[src/rptu_pkg.sv]
// Package for the radix page table unit: field widths, codes, entry bits and helpers.
`timescale 1ns / 1ps

package rptu_pkg;

  // Field widths
  localparam int VA_W    = 48;
  localparam int PA_W    = 52;
  localparam int FRAME_W = 40;  // physical address bits 51..12
  localparam int ENTRY_W = 64;
  localparam int SLOT_W  = 9;
  localparam int LVL_W   = 2;

  // Request kinds
  localparam logic [1:0] KIND_MAP       = 2'd0;
  localparam logic [1:0] KIND_UNMAP     = 2'd1;
  localparam logic [1:0] KIND_TRANSLATE = 2'd2;
  localparam logic [1:0] KIND_FLAGS     = 2'd3;

  // Result status codes
  localparam logic [1:0] ST_OK         = 2'd0;
  localparam logic [1:0] ST_MISALIGNED = 2'd1;
  localparam logic [1:0] ST_EXHAUSTED  = 2'd2;
  localparam logic [1:0] ST_NOT_MAPPED = 2'd3;

  // Walk levels: three directory levels then the leaf
  localparam logic [1:0] LVL_ROOT     = 2'd0;
  localparam logic [1:0] LVL_LAST_DIR = 2'd2;
  localparam logic [1:0] LVL_LEAF     = 2'd3;

  // Entry bit positions (x86 layout)
  localparam int E_PRESENT = 0;
  localparam int E_WRITE   = 1;
  localparam int E_USER    = 2;
  localparam int E_GLOBAL  = 8;
  localparam int E_NX      = 63;

  // Result of the shared link unit
  typedef struct packed {
    logic               ok;         // entry points at an allocated table
    logic [FRAME_W-1:0] off;        // table offset of the entry from the pool base
    logic [FRAME_W-1:0] new_frame;  // frame of the next table to allocate
  } link_t;

  // 9-bit table index of a virtual address at a given level
  function automatic logic [SLOT_W-1:0] slot_of(input logic [VA_W-1:0] va,
                                                input logic [LVL_W-1:0] lvl);
    logic [SLOT_W-1:0] s;
    begin
      case (lvl)
        LVL_ROOT:     s = va[47:39];
        2'd1:         s = va[38:30];
        LVL_LAST_DIR: s = va[29:21];
        default:      s = va[20:12];
      endcase
      return s;
    end
  endfunction

endpackage

[src/rptu_cfg_regs.sv]
// APB-style configuration registers: table pool base and active-space flag.
`timescale 1ns / 1ps

module rptu_cfg_regs (
  input  logic                      clk,
  input  logic                      rst,
  input  logic                      psel,
  input  logic                      penable,
  input  logic                      pwrite,
  input  logic [3:0]                paddr,
  input  logic [63:0]               pwdata,
  output logic [63:0]               prdata,
  output logic                      pready,
  output logic [rptu_pkg::PA_W-1:0] pool_base,
  output logic                      space_active
);

  logic wr;

  assign pready = 1'b1;
  assign wr     = psel && penable && pwrite && pready;

  // Register 0 at byte 0, register 1 at byte 8
  always_ff @(posedge clk) begin
    if (rst) begin
      pool_base    <= '0;
      space_active <= 1'b1;
    end else if (wr) begin
      if (paddr[3]) begin
        space_active <= pwdata[0];
      end else begin
        pool_base <= pwdata[rptu_pkg::PA_W-1:0];
      end
    end
  end

  // Read back
  always_comb begin
    if (paddr[3]) begin
      prdata = {63'd0, space_active};
    end else begin
      prdata = {12'd0, pool_base};
    end
  end

endmodule

[config.mk]
export PLATFORM = sky130hd
export DESIGN_NAME = rptu_cfg_regs
export DESIGN_NICKNAME = d
export VERILOG_FILES = /design/src/rptu_pkg.sv /design/src/rptu_cfg_regs.sv
export SDC_FILE = /design/constraint.sdc
export NUM_CORES = 1
export LEC_CHECK = 0
export CAP_MARGIN = 10
export CORE_AREA = 2 2 73 75
export DETAILED_ROUTE_END_ITERATION = 7
export DIE_AREA = 0 0 75 77
export DONT_BUFFER_PORTS = 1
export GPL_ROUTABILITY_DRIVEN = 0
export PLACE_DENSITY = 0.83
export SYNTH_ARGS = -nofsm -noshare
export SYNTH_HDL_FRONTEND = slang
export SYNTH_SLANG_ARGS = --single-unit
[constraint.sdc]
create_clock -name clk -period 1.7 [get_ports clk]
set_input_delay 0.425 -clock clk [delete_from_list [all_inputs] [get_ports clk]]
set_output_delay 0.425 -clock clk [all_outputs]
set_load 0.02 [all_outputs]
==> results list <==
* Outcome: complete, no violations
- Path length in cells of the critical path: 1
- Clock-pin slew was measured on the worst setup and hold paths at 90 ps.
* Reg2reg path depth: 2
* Distinct cells, synth: 15
- Count of buffers from port buffering: 0
- Start-to-end type of the worst setup path: flip-flop to output pin
- Max-cap violations in this run came to 0.
- Setup repair after global routing left no endpoint under its margin.
- Flop-to-flop setup slack: 930 ps
- After synthesis, the share of flip-flops with an asynchronous set or reset is 0.
* Count of cells resized by post-cts repair: 0
- Pin placement for this block handled 191 I/O pins.
- TritonCTS built the clock tree.
* Largest family of logic cells by synthesized area: simple AND/OR/NAND/NOR gates
- Once the clock tree was built, the setup fixing pass inserted 0 buffers.
- Detail-routed via count per cell: 5.08
* Area of the multi-input gates: 1590 um^2
- For this run, the top clock speed supported by timing is 618 MHz.
- The largest total area in the synthesized netlist belongs to dfxtp_1.
- Die Height: 77 um
- Broken down by cell family, the worst path's largest delay share belongs to flip-flops.
- For this run, the share of the core covered by cells in the final layout is 0.613.
* Antenna cells: 0
- The first TritonRoute pass finished after 3 iterations.
- The die is 75 um wide.
- Cell types occupying the most area after synthesis: dfxtp_1 (37%), nand2b_1 (23%), mux2i_1 (18%)
- Of the total synthesized cell area, the portion taken by XOR and XNOR cells is 0.
- Adder-cell share of the synthesized area: 0
* Nature of the critical path startpoint: flip-flop
- The largest individual stage delay along the critical path comes from the cell dfxtp_1.
- The final layout contains routed wiring with a total length of 5550 um.
* DRC violation count after routing: 0
* End point of the critical path: prdata[14]
- HPWL reported at the end of detailed placement: 3880 um
* R2R Path Start: pool_base[14]$_SDFFE_PP0P_
* Number of levels the H-tree was split into: 2
- Total overflow reported by the global router: 0
- Of the total synthesized cell area, the portion taken by AND, OR, NAND and NOR gates is 0.345.
* Maximum fanout along the worst path: 3
- Mean post-synth cell area: 9.50 um^2
* Share of the clock period used by the worst path: 0.952
- Number of DRC violations after detailed-routing iteration 0: 70
- Number of buffers between clock root and the deepest sink: 2
- The clock reaches the later pin of the worst-skew pair after 290 ps.
- Wire length of the first global-routing pass: 8410 um
- The clock period could shrink to 1620 ps.
- DRT antenna net count: 0
- Of the total power, the share spent switching nets is 0.243.
- Setup violations remaining at the end of the flow were counted as 0.
- The share of total power dissipated in the clock network is 0.303.
- Final nets: 386
* Root buf cell: clkbuf_8
* Portion of netlist area occupied by mux cells: 0.188
* Cells traversed along the worst timing path: nor2b_1
* CP Data Arrival Time: 1190 ps
- The initial antenna violation count came to 0.
* Number of enable flip-flop cells after synthesis: 0
* Leakage Power: 1.12 nW
- Yosys reg bits: 53
* Overall via count from detail_route: 1,952
* Prevailing post-synth register cell: dfxtp_1
* Post-synthesis compound-gate area fraction: 0
- Row cnt: 26
* Portion of the post-synthesis area used by sequential elements: 0.367
- Core ar.: 4980 um^2
- Summing all flip-flop and latch instances after layout gives 1060 um^2.
- The share of total power dissipated in combinational logic is 0.103.
* Fraction of final layout cells with drive strength greater than 1: 0.118
* Largest net degree at the start of global routing: 107
- The worst register-to-register path ends at pool_base[14]$_SDFFE_PP0P_.
- Number of fillers in the final layout: 450
- Commonest cells post-synth: nand2b_1 (104), dfxtp_1 (53), mux2i_1 (53)
- Effective utilization at floorplan: 0.580
- TNS Setup: 0 ps
- Wire length per cell: 14.5 um
- Total standard cell area after synthesis: 2890 um^2
* Internal power contribution: 1.66 mW
- Of the total power, registers draw 0.594.
* Worst vdd rail ir drop: 0.000462 V
* Clock buffer count from CTS: 5
- Data required, critical path: 1270 ps
- Crit. End Element: output pin
* Total number of clock tree sinks: 53
- Tracing the worst setup path back leads to its startpoint at pool_base[14]$_SDFFE_PP0P_.
* Worst Path Buf+Inv: 0
- The final-report hold violation count was 0.
- The share of synthesized area in the top cell type comes to 0.367.
* Min-delay worst type: primary input to flip-flop
- Slew Viols, Final: 0
- Number of global-route vias before repair: 1,959
- Most common cell in the synthesized netlist: nand2b_1
- Cts-stage hold buffer count: 0
- Instance count of the mapped netlist: 304
- Power density over cell area: 720 nW/um^2
- The area growth from synthesis to layout is 5.59%.
- Area of the die: 5780 um^2
* Final Skew: 0 ps
* Number of warnings reported in the yosys synthesis log: 0
- Largest incremental delay on the critical path: 490 ps
* GRT Util Overall: 0.185
* Psw: 534 uW
## state kept, by name, summed over array words and instances, names as in the netlist
signal	count
space_active	1
pool_base	52
## layout make-up
type,instances,area share
repair buffers,27,0.0747
clock inverters,2,0.00328
flip-flops and latches,53,0.348
clock buffers,6,0.0238
multi-input cells,226,0.522
well taps,70,0.0287
## cell usage in the layout, fill, tap and decap left out, types with 2 or more instances in the layout
master and n:
clkbuf_8 5, mux2i_1 53, nor2_1 2, nor2b_1 50, buf_12 2, buf_4 25, dfxtp_1 53, clkinv_2 2
conb_1 13, nand2b_1 104
## power by group through the flow
stage          clock, mW  combinational, mW  sequential, mW
2_1_floorplan          0              0.244            1.35
3_3_place_gp           0              0.225            1.33
3_5_place_dp           0              0.229            1.33
4_1_cts            0.702              0.229            1.30
5_1_grt            0.752              0.247            1.31
6_report           0.666              0.226            1.30
## logic make-up after synthesis
group | Yosys count
buffers and inverters | 36
flip-flops | 53
multiplexers | 54
other | 2
AND/OR/NAND/NOR | 159
## through the flow
stage | hold WS, ps | power [mW] | instance area [um^2] | std cells | setup WS (ps)
2_1_floorplan | 554 | 1.59 | 2930 | 315 | 218
3_3_place_gp | 567 | 1.56 | 2970 | 376 | 409
3_5_place_dp | 574 | 1.56 | 2970 | 376 | 378
4_1_cts | 258 | 2.24 | 3050 | 384 | 68.9
5_1_grt | 261 | 2.31 | 3050 | 384 | 2.60
6_report | 270 | 2.20 | 3050 | 384 | 81.6
## layer usage
metal / vias up / wire, um / GRT usage
met3: 8 / 532 / 0.0749
met1: 900 / 2160 / 0.190
met4: 0 / 71 / 0.0696
met2: 105 / 2790 / 0.325
met5: - / 0 / 0
li1: 939 / - / -
## worst min-delay path by stage
stage,from,to,slack [ps],cells past startpoint
final,pwdata[45],pool_base[45]$_SDFFE_PP0P_,270,2
after CTS,pwdata[23],pool_base[23]$_SDFFE_PP0P_,260,2
after detailed placement,pool_base[44]$_SDFFE_PP0P_,pool_base[44]$_SDFFE_PP0P_,570,2
after global placement,pool_base[30]$_SDFFE_PP0P_,pool_base[30]$_SDFFE_PP0P_,570,2
after global routing,pwdata[30],pool_base[30]$_SDFFE_PP0P_,260,2
after floorplan,pool_base[45]$_SDFFE_PP0P_,pool_base[45]$_SDFFE_PP0P_,550,2
Note: power is estimated with default switching activity, not from simulation.
