==> src/rptu_pkg.sv <==
// Package for the radix page table unit: field widths, codes, entry bits and helpers.
`timescale 1ns / 1ps

package rptu_pkg;

  // Field widths
  localparam int VA_W    = 48;
  localparam int PA_W    = 52;
  localparam int FRAME_W = 40;  // physical address bits 51..12
  localparam int ENTRY_W = 64;
  localparam int SLOT_W  = 9;
  localparam int LVL_W   = 2;

  // Request kinds
  localparam logic [1:0] KIND_MAP       = 2'd0;
  localparam logic [1:0] KIND_UNMAP     = 2'd1;
  localparam logic [1:0] KIND_TRANSLATE = 2'd2;
  localparam logic [1:0] KIND_FLAGS     = 2'd3;

  // Result status codes
  localparam logic [1:0] ST_OK         = 2'd0;
  localparam logic [1:0] ST_MISALIGNED = 2'd1;
  localparam logic [1:0] ST_EXHAUSTED  = 2'd2;
  localparam logic [1:0] ST_NOT_MAPPED = 2'd3;

  // Walk levels: three directory levels then the leaf
  localparam logic [1:0] LVL_ROOT     = 2'd0;
  localparam logic [1:0] LVL_LAST_DIR = 2'd2;
  localparam logic [1:0] LVL_LEAF     = 2'd3;

  // Entry bit positions (x86 layout)
  localparam int E_PRESENT = 0;
  localparam int E_WRITE   = 1;
  localparam int E_USER    = 2;
  localparam int E_GLOBAL  = 8;
  localparam int E_NX      = 63;

  // Result of the shared link unit
  typedef struct packed {
    logic               ok;         // entry points at an allocated table
    logic [FRAME_W-1:0] off;        // table offset of the entry from the pool base
    logic [FRAME_W-1:0] new_frame;  // frame of the next table to allocate
  } link_t;

  // 9-bit table index of a virtual address at a given level
  function automatic logic [SLOT_W-1:0] slot_of(input logic [VA_W-1:0] va,
                                                input logic [LVL_W-1:0] lvl);
    logic [SLOT_W-1:0] s;
    begin
      case (lvl)
        LVL_ROOT:     s = va[47:39];
        2'd1:         s = va[38:30];
        LVL_LAST_DIR: s = va[29:21];
        default:      s = va[20:12];
      endcase
      return s;
    end
  endfunction

endpackage

==> src/rptu_link_unit.sv <==
// Shared link unit: decodes a directory entry into a pool table and encodes new links.
`timescale 1ns / 1ps

module rptu_link_unit #(
  parameter int POOL_TABLES = 16,
  parameter int NF_W        = 5
) (
  input  logic [rptu_pkg::FRAME_W-1:0] entry_frame,
  input  logic [rptu_pkg::FRAME_W-1:0] base_frame,
  input  logic [NF_W-1:0]              next_free,
  output rptu_pkg::link_t              link
);

  logic [rptu_pkg::FRAME_W-1:0] nf_ext;

  assign nf_ext = rptu_pkg::FRAME_W'(next_free);

  // Offset wraps within the 40-bit frame space, as the base does
  assign link.off       = entry_frame - base_frame;
  assign link.ok        = (link.off < nf_ext);
  assign link.new_frame = base_frame + nf_ext;

endmodule

==> config.mk <==
export PLATFORM = sky130hd
export DESIGN_NAME = rptu_link_unit
export DESIGN_NICKNAME = d
export VERILOG_FILES = /design/src/rptu_pkg.sv /design/src/rptu_link_unit.sv
export SDC_FILE = /design/constraint.sdc
export NUM_CORES = 1
export LEC_CHECK = 0
export ABC_AREA = 1
export BUFFER_PORTS_ARGS = -buffer_cell sky130_fd_sc_hd__buf_2
export CORE_ASPECT_RATIO = 1.25
export CORE_UTILIZATION = 47
export DETAILED_ROUTE_END_ITERATION = 8
export GPL_ROUTABILITY_DRIVEN = 0
export PLACE_DENSITY = 0.77
export SLEW_MARGIN = 10
export SYNTH_ARGS = -nofsm -noshare
export SYNTH_HDL_FRONTEND = slang
export SYNTH_SLANG_ARGS = --single-unit
export TNS_END_PERCENT = 20
==> constraint.sdc <==
create_clock -name vclk -period 3.3
set_clock_uncertainty 0.2 [all_clocks]
set_input_delay 0 -clock vclk [all_inputs]
set_output_delay 0 -clock vclk [all_outputs]
set_load 0.01 [all_outputs]
==> results by group, run 1 <==
Outcome
  – Status: completed

Run
  – Max_cap viols: 0

Worst setup path
  – Worst path depth: 17
  – Worst setup EP type: output port
  – Arr. time, crit path: between 2000 and 2500 ps
  – Crit Path Category: input pin to output port
  – Worst path max stage delay: around 430 ps
  – Worst path cell trace: buf_2 -> inv_1 -> ha_1 -> fa_1 -> inv_1 -> nand3_1 -> nand2_1 -> xor2_1 -> ha_1 -> nand2_1 -> nand3_1 -> nor2_1 -> nand3_1 -> nor2_1 -> nand3_1 -> nor2_1 -> buf_2
  – CP Buf/Inv Count: 4
  – WP data required: between 3000 and 4000 ps
  – CP dominant cell by count: nand3_1
  – CP delay by family, top: simple AND/OR/NAND/NOR gates
  – Slowest-stage cell, CP: fa_1
  – Critical path launch point type: input pin
  – Critical path fanouts, max: 3

GRT
  – Met1 Use GR: 0.292
  – First-pass GRT wire length: roughly 23000 um
  – Met3 Usage GRT: 0.0193
  – Most Crowded Layer GR: met2
  – Met2 Use GR: 0.586
  – Initial antenna violation count: 0
  – Remaining global-route overflow: 0
  – All-Layer GR Usage: 0.292
  – Vias in the first global route: roughly 5600
  – Largest net degree at the start of global routing: 7

Timing
  – Crit share post-route: 0.774
  – Period minus WS final: roughly 2600 ps
  – Final count of negative-setup-slack endpoints: 0
  – RSZ-0062 raised after global routing: no
  – Worst slew margin: 0.600
  – Least-Margin Pin Slew: between 500 and 600 ps
  – Max Fclk: a little under 0.4 GHz
  – Final hold vios: 0
  – Setup_tns: 0 ps
  – Slew Limit Fails: 0

Cells and area
  – Nets: approximately 1200
  – Multi-input logic area: 0.00375 mm^2
  – Fraction of layout cells with a size suffix above 1: 0.188
  – Filler Cells Inserted: about 1000
  – Clock buffer count: 0
  – Commonest non-fill, non-tap cells in the layout: 315 x nand2_1, 196 x inv_1, 166 x buf_2
  – Core Util, Final: 0.594
  – Register Area: 0 um^2
  – Seq cells: 0
  – Area growth, synth to finish: 21.9%
  – Commonest non-fill, non-tap cell in the layout: nand2_1
  – ANT cells: 0

Synth
  – Avg Cell Area, Syn: 5.08 um^2
  – Xor/xnor share of the synthesized area: 0.0838
  – Distinct cells, synth: 39
  – Ys Warns: 0
  – Sequential area share after synthesis: 0
  – Mapped Nets: about 1000
  – Synth Area in Compound Gates: 0.0799
  – Mux cell area share after synthesis: 0
  – Synthesized cell area: about 0.0045 mm^2
  – Post-synthesis simple-gate area fraction: 0.528
  – Largest family of logic cells by synthesized area: simple AND/OR/NAND/NOR gates
  – Area share of fa/ha/maj cells after synthesis: 0.142
  – Post-Syn Instances: 886

Routing
  – Final wirelength: roughly 14000 um
  – Routed via count: just under 6000
  – Residual DRC: 0
  – Initial DRC Count: between 200 and 300
  – DRT antenna net count: 0
  – Wire length per cell: ~12 um
  – Via density: roughly 5
  – Detailed Routing Iterations Pass 1: 5

Clock tree
  – CTS Hold Bufs: 0
  – Post-CTS Setup Inserts: 0
  – Resized cells post-CTS: 0

Floorplanning
  – Initial Utilization: 0.488
  – Site row count: 39
  – Core ar.: just over 0.009 mm^2
  – Die area: ~0.01 mm^2
  – Die span in x: about 90 um
  – Top Ports: 166
  – Die Y: roughly 110 um

Worst hold path
  – Min-delay worst type: input pin to output port
  – Hold path cells: 3

Power and ir drop
  – Total power: approximately 980 uW
  – Max VDD drop: roughly 0.10 mV
  – Pwr/cell area: ~180 mW/mm^2
  – Leak: 3.42 nW

Place
  – Port Buffers: between 150 and 200
  – Hpwl dp: about 13000 um
==> final cells by class <==
type	count	share of cell area
Tap cell	123	0.0281
Multi-Input combinational cell	687	0.684
Timing Repair Buffer	166	0.152
Inverter	199	0.136
==> worst paths after layout <==
| path | start | slack, ps | to |
|---|---|---|---|
| worst max-delay path | entry_frame[0] | 750 | link[80] |
| worst min-delay path | base_frame[30] | 100 | link[30] |
==> synthesized netlist by cell type, drive strengths merged <==
master | instances | area share
a21boi | 2 | 0.0033
nand3b | 13 | 0.022
o21a | 3 | 0.0050
and2 | 1 | 0.0014
fa | 2 | 0.0089
inv | 198 | 0.17
a31oi | 3 | 0.0042
xor2 | 39 | 0.076
nor3 | 21 | 0.024
nor3b | 1 | 0.0017
xnor2 | 4 | 0.0078
nor2 | 94 | 0.089
nor4 | 8 | 0.016
and3 | 1 | 0.0014
nand3 | 53 | 0.060
ha | 48 | 0.13
o21bai | 5 | 0.011
nand4 | 19 | 0.038
nand2 | 322 | 0.27
a21o | 1 | 0.0017
clkinv | 1 | 0.0011
a21oi | 35 | 0.041
o21ai | 12 | 0.014
==> logic make-up after synthesis <==
family	count (synthesis)
compound gates	61
xor+xnor	43
fa+ha+maj	50
buf+inv	199
simple gates	533
==> stage by stage <==
step,std cells,area [um^2],worst slack (ps),hold slack [ps]
after floorplan,886,4500,1050,-120
after global placement,1175,5480,807,96.4
after detailed placement,1175,5480,749,94.1
after CTS,1175,5480,736,99.0
after global routing,1175,5480,498,108
final,1175,5480,747,95.3
==> power breakdown <==
| group | leakage [nW] | switching, mW | internal [mW] |
|---|---|---|---|
| clock | 0 | 0 | 0 |
| combinational | 3.42 | 0.617 | 0.363 |
| sequential | 0 | 0 | 0 |
| total | 3.42 | 0.617 | 0.363 |
==> per-layer routing <==
metal  share of wire  vias up  wire, um
met2            0.53      223      7550
li1                -     3076         -
met5               0        -         0
met3           0.058       47       838
met1            0.37     2417      5330
met4           0.042        0       604
==> tightest hold or removal path, stage by stage <==
cell    delay, ps
buf_2         100
xor2_1         60
buf_2         130
Note: power is estimated with default switching activity, not from simulation.
==> inputs of run 2 (changes only) <==
Settings changed: ABC_AREA 1 to 0, CORE_UTILIZATION 47 to 44, PLACE_DENSITY 0.77 to 0.81.
Clock period 3.3 ns to 2.2 ns, I/O delays scaled along.
==> run 2 against run 1 <==
Effect of this change: synthesized area fell by 27%; the flow now stops in global routing (5_1_grt); synthesized cell count fell by 44%.
==> results by group, run 2 <==
GRT
  – Largest net degree at the start of global routing: 7
  – Remaining global-route overflow: 63
  – First-pass GRT wire length: roughly 44000 um
  – Vias in the first global route: approximately 7900
  – All-Layer GR Usage: 0.723

Floorplanning
  – Die span in x: 79.4 um (-11%)
  – Site row count: 34 (-13%)
  – Die Y: 98.8 um (-11%)
  – Initial Utilization: 0.464 (-0.0235)
  – Top Ports: 166 (unchanged)

Synth
  – Mapped Nets: 628 (-38%)
  – Ys Warns: 0 (unchanged)
  – Avg Cell Area, Syn: 6.69 um^2 (+32%)
  – Yosys top cell area share: 0.182 (-0.0808)
  – Most numerous cell in the Yosys netlist: xnor2_1
  – Synth cell count leaders: 57 x xnor2_1, 56 x inv_1, 49 x nand2_1, 48 x ha_1, 45 x a21oi_1
  – Synthesized cell area: 0.00330 mm^2 (-27%)
  – Distinct cells, synth: 59 (+51%)
  – Post-Syn Instances: 493 (-44%)
  – Area contributors post-synth: ha_1 18%, xnor2_1 15%, a21oi_1 6.8%
  – Yosys top cell by area: ha_1
  – Sequential area share after synthesis: 0 (unchanged)

Outcome
  – Stopped at: global routing (5_1_grt)
  – Status: did not finish
  – Halt Reason: [ERROR GRT-0116] Global routing finished with congestion. Check the congestion regions in the DRC Viewer.

Place
  – Hpwl dp: 13100 um (+0.44%)
  – DP Area: 0.00602 mm^2 (+9.9%)
  – Port Buffers: 166 (unchanged)

Clock tree
  – CTS Hold Bufs: 0 (unchanged)
[run 2: changes by cell type after synthesis, sizes merged, moves of 7 or more]
cell    before  now
nand2      322   50
inv        198   56
nor2        94   37
xnor2        4   57
nand3       53   14
xor2        39   19
a21o         1   16
nand3b      13    0
a21oi       35   47
nor3        21   13
o21ai       12   20
a31oi        3   10
clkbuf       0    7
o21a         3   10
[run 2: kinds of logic after synthesis]
logic type	after synthesis	synth area share
XOR/XNOR	76	0.202
adder cells (fa/ha/maj)	50	0.194
buffers and inverters	66	0.0805
AND/OR/NAND/NOR	162	0.250
AO/OA/AOI/OAI	139	0.273
[run 2: layer usage]
metal,GRT overflow,GRT usage
met5,0,0.0933
met1,1,0.661
met2,29,0.962
met4,33,0.838
met3,0,0.501
[run 2: timing repair]
action,4_1_cts
resized for setup,106
buffers inserted,22
setup endpoints to repair,47
pin swaps,43
endpoints found under the hold margin,0
[run 2: stage by stage]
step	worst slack, ps	setup TNS [ps]	instances	utilization	hold slack, ps
after CTS	-1070	-10480	989	0.949	102
after detailed placement	-1260	-19120	968	0.848	97.6
after global placement	-1200	-13530	968	0.848	93.9
after floorplan	-768	-2080	493	-	-112
==> inputs of run 3 (changes only) <==
Settings changed: CORE_ASPECT_RATIO 1.25 to not set, CORE_UTILIZATION 44 to 32, PLACE_DENSITY 0.81 to not set, PLACE_DENSITY_LB_ADDON set to 0.15.
Clock period 2.2 ns to 2.9 ns, I/O delays scaled along.
==> run 3 against run 2 <==
Effect of this change: the flow now finishes, with violations (setup timing); synthesized area is the same; synthesized cell count is the same.
==> results by group, run 3 <==
GRT
  – Initial antenna violation count: 0
  – First-pass GRT wire length: about 20000 um
  – Largest net degree at the start of global routing: 8
  – Vias in the first global route: 4691
  – All-Layer GR Usage: 0.221
  – Remaining global-route overflow: 0

Cells and area
  – Clock buffer count: 0
  – Nets: roughly 980
  – Final instance area: between 0.006 and 0.007 mm^2
  – ANT cells: 0
  – Fraction of layout cells with a size suffix above 1: 0.490
  – Register Area: 0 um^2
  – Filler Cells Inserted: ~900
  – Area growth, synth to finish: 82.4%
  – Multi-input logic area: about 0.0033 mm^2
  – Commonest non-fill, non-tap cells in the layout: 191 x buf_4, 164 x buf_2, 55 x inv_1, 55 x xnor2_1, 47 x nand2_1
  – Core Util, Final: 0.610
  – Commonest non-fill, non-tap cell in the layout: buf_4
  – Seq cells: 0

Timing
  – RSZ-0062 raised after global routing: yes
  – Final count of negative-setup-slack endpoints: 1
  – Least-Margin Pin Slew: slightly below 600 ps
  – Worst slew margin: 0.606
  – Period minus WS final: approximately 3300 ps
  – Max Fclk: about 0.3 GHz
  – Setup_tns: -395 ps
  – Final worst setup slack: -395 ps
  – Final hold vios: 0
  – Crit share post-route: 1.14
  – Slew Limit Fails: 0

Worst hold path
  – HP Start: base_frame[33]
  – Hold path cells: 3
  – Hold Path End: link[33]
  – Min-delay worst type: input pin to output port

Synth
  – Area contributors post-synth: ha_1 18%, xnor2_1 15%, a21oi_1 6.8%
  – Mux cell area share after synthesis: 0 (unchanged)
  – Synth cell count leaders: 57 x xnor2_1, 56 x inv_1, 49 x nand2_1, 48 x ha_1, 45 x a21oi_1
  – Yosys top cell by area: ha_1
  – Avg Cell Area, Syn: 6.69 um^2 (unchanged)
  – Largest family of logic cells by synthesized area: compound AO/OA/AOI/OAI gates
  – Most numerous cell in the Yosys netlist: xnor2_1
  – Sequential area share after synthesis: 0 (unchanged)
  – Post-Syn Instances: 493 (unchanged)
  – Xor/xnor share of the synthesized area: 0.202 (unchanged)
  – Area share of fa/ha/maj cells after synthesis: 0.194 (unchanged)
  – Synth Area in Compound Gates: 0.273 (unchanged)
  – Yosys top cell area share: 0.182 (unchanged)
  – Ys Warns: 0 (unchanged)
  – Post-synthesis simple-gate area fraction: 0.250 (unchanged)
  – Mapped Nets: 628 (unchanged)
  – Synthesized cell area: 0.00330 mm^2 (unchanged)
  – Distinct cells, synth: 59 (unchanged)

Outcome
  – Failing checks: setup timing
  – Status: finished, violations left

Worst setup path
  – Arr. time, crit path: slightly above 3000 ps
  – Crit Path Category: input pin to output port
  – Worst setup EP type: output port
  – Critical path launch point type: input pin
  – WP data required: approximately 2700 ps
  – Critical path fanouts, max: 4

Place
  – DP Area: 0.00564 mm^2 (-6.3%)
  – Port Buffers: 166 (unchanged)
  – Hpwl dp: 11100 um (-15%)
  – Dpl ws: -668 ps (+595 ps)

Power and ir drop
  – Pwr/cell area: around 260 mW/mm^2
  – Leak: between 3 and 4 nW
  – Total power: about 1.6 mW
  – Max VDD drop: approximately 0.15 mV

Floorplanning
  – Site row count: 36 (+5.9%)
  – Core ar.: approximately 0.01 mm^2
  – Initial Utilization: 0.334 (-0.130)
  – Top Ports: 166 (unchanged)
  – Die Y: 104 um (+4.8%)
  – Die area: between 0.01 and 0.015 mm^2
  – Die span in x: 104 um (+30%)

Routing
  – Wire length per cell: approximately 13 um
  – Residual DRC: 0
  – Routed via count: between 4000 and 5000
  – Via density: 4.90
  – DRT antenna net count: 0
  – Detailed Routing Iterations Pass 1: 4
  – Final wirelength: between 10000 and 15000 um
  – Initial DRC Count: around 190

Run
  – Max_cap viols: 0
## run 3: how the worst max path moves through the flow
stage,slack (ps),from,end,cells past startpoint
floorplan,-70,entry_frame[0],link[80],16
global placement,-510,entry_frame[0],link[80],16
detailed placement,-670,entry_frame[0],link[80],16
CTS,-420,entry_frame[0],link[80],18
global route,-560,base_frame[2],link[80],16
finish,-400,base_frame[6],link[80],15
## run 3: layout make-up
| type | count | share of cell area |
|---|---|---|
| inverter | 56 | 0.0362 |
| multi-input combinational | 427 | 0.557 |
| tap | 133 | 0.0277 |
| timing repair buffer | 357 | 0.379 |
## run 3: where the power goes
part           switching (mW)  internal, mW  leakage, nW  total (mW)
clock                       0             0            0           0
combinational           0.752         0.799         3.09        1.55
sequential                  0             0            0           0
## run 3: timing repair
action	4_1_cts	5_1_grt
resized for setup	33	19
setup endpoints to repair	6	16
buffers inserted	7	3
hold buffers	0	0
pin swaps	22	9
## run 3: critical path, cell delays in order
cell and delay, ps:
buf_2 90, inv_1 50, ha_1 330, a21oi_1 260, o211ai_1 170, nand4_1 130, o211ai_1 120, nor2_1 190
xnor2_1 120, or4_4 560, nor4b_4 260, and4b_1 240, nand4b_1 170, nor4b_4 240, buf_2 160
## run 3: stage by stage
| step | hold WS (ps) | instances |
|---|---|---|
| floorplan | -112 | 493 |
| global placement | 81.0 | 963 |
| detailed placement | 84.3 | 963 |
| CTS | 84.3 | 970 |
| global route | 97.5 | 973 |
| finish | 86.0 | 973 |
## run 3: cells by family after synthesis
family / count (synthesis)
buffers and inverters: 66
adders and majority gates: 50
AOI/OAI and AO/OA: 139
and+or+nand+nor: 162
xor gates and xnor gates: 76
## run 3: layer usage
metal / part of all wire / GRT usage
met5: 0 / 0
met4: 0.0083 / 0.0197
met2: 0.50 / 0.417
met3: 0.051 / 0.0138
met1: 0.44 / 0.283
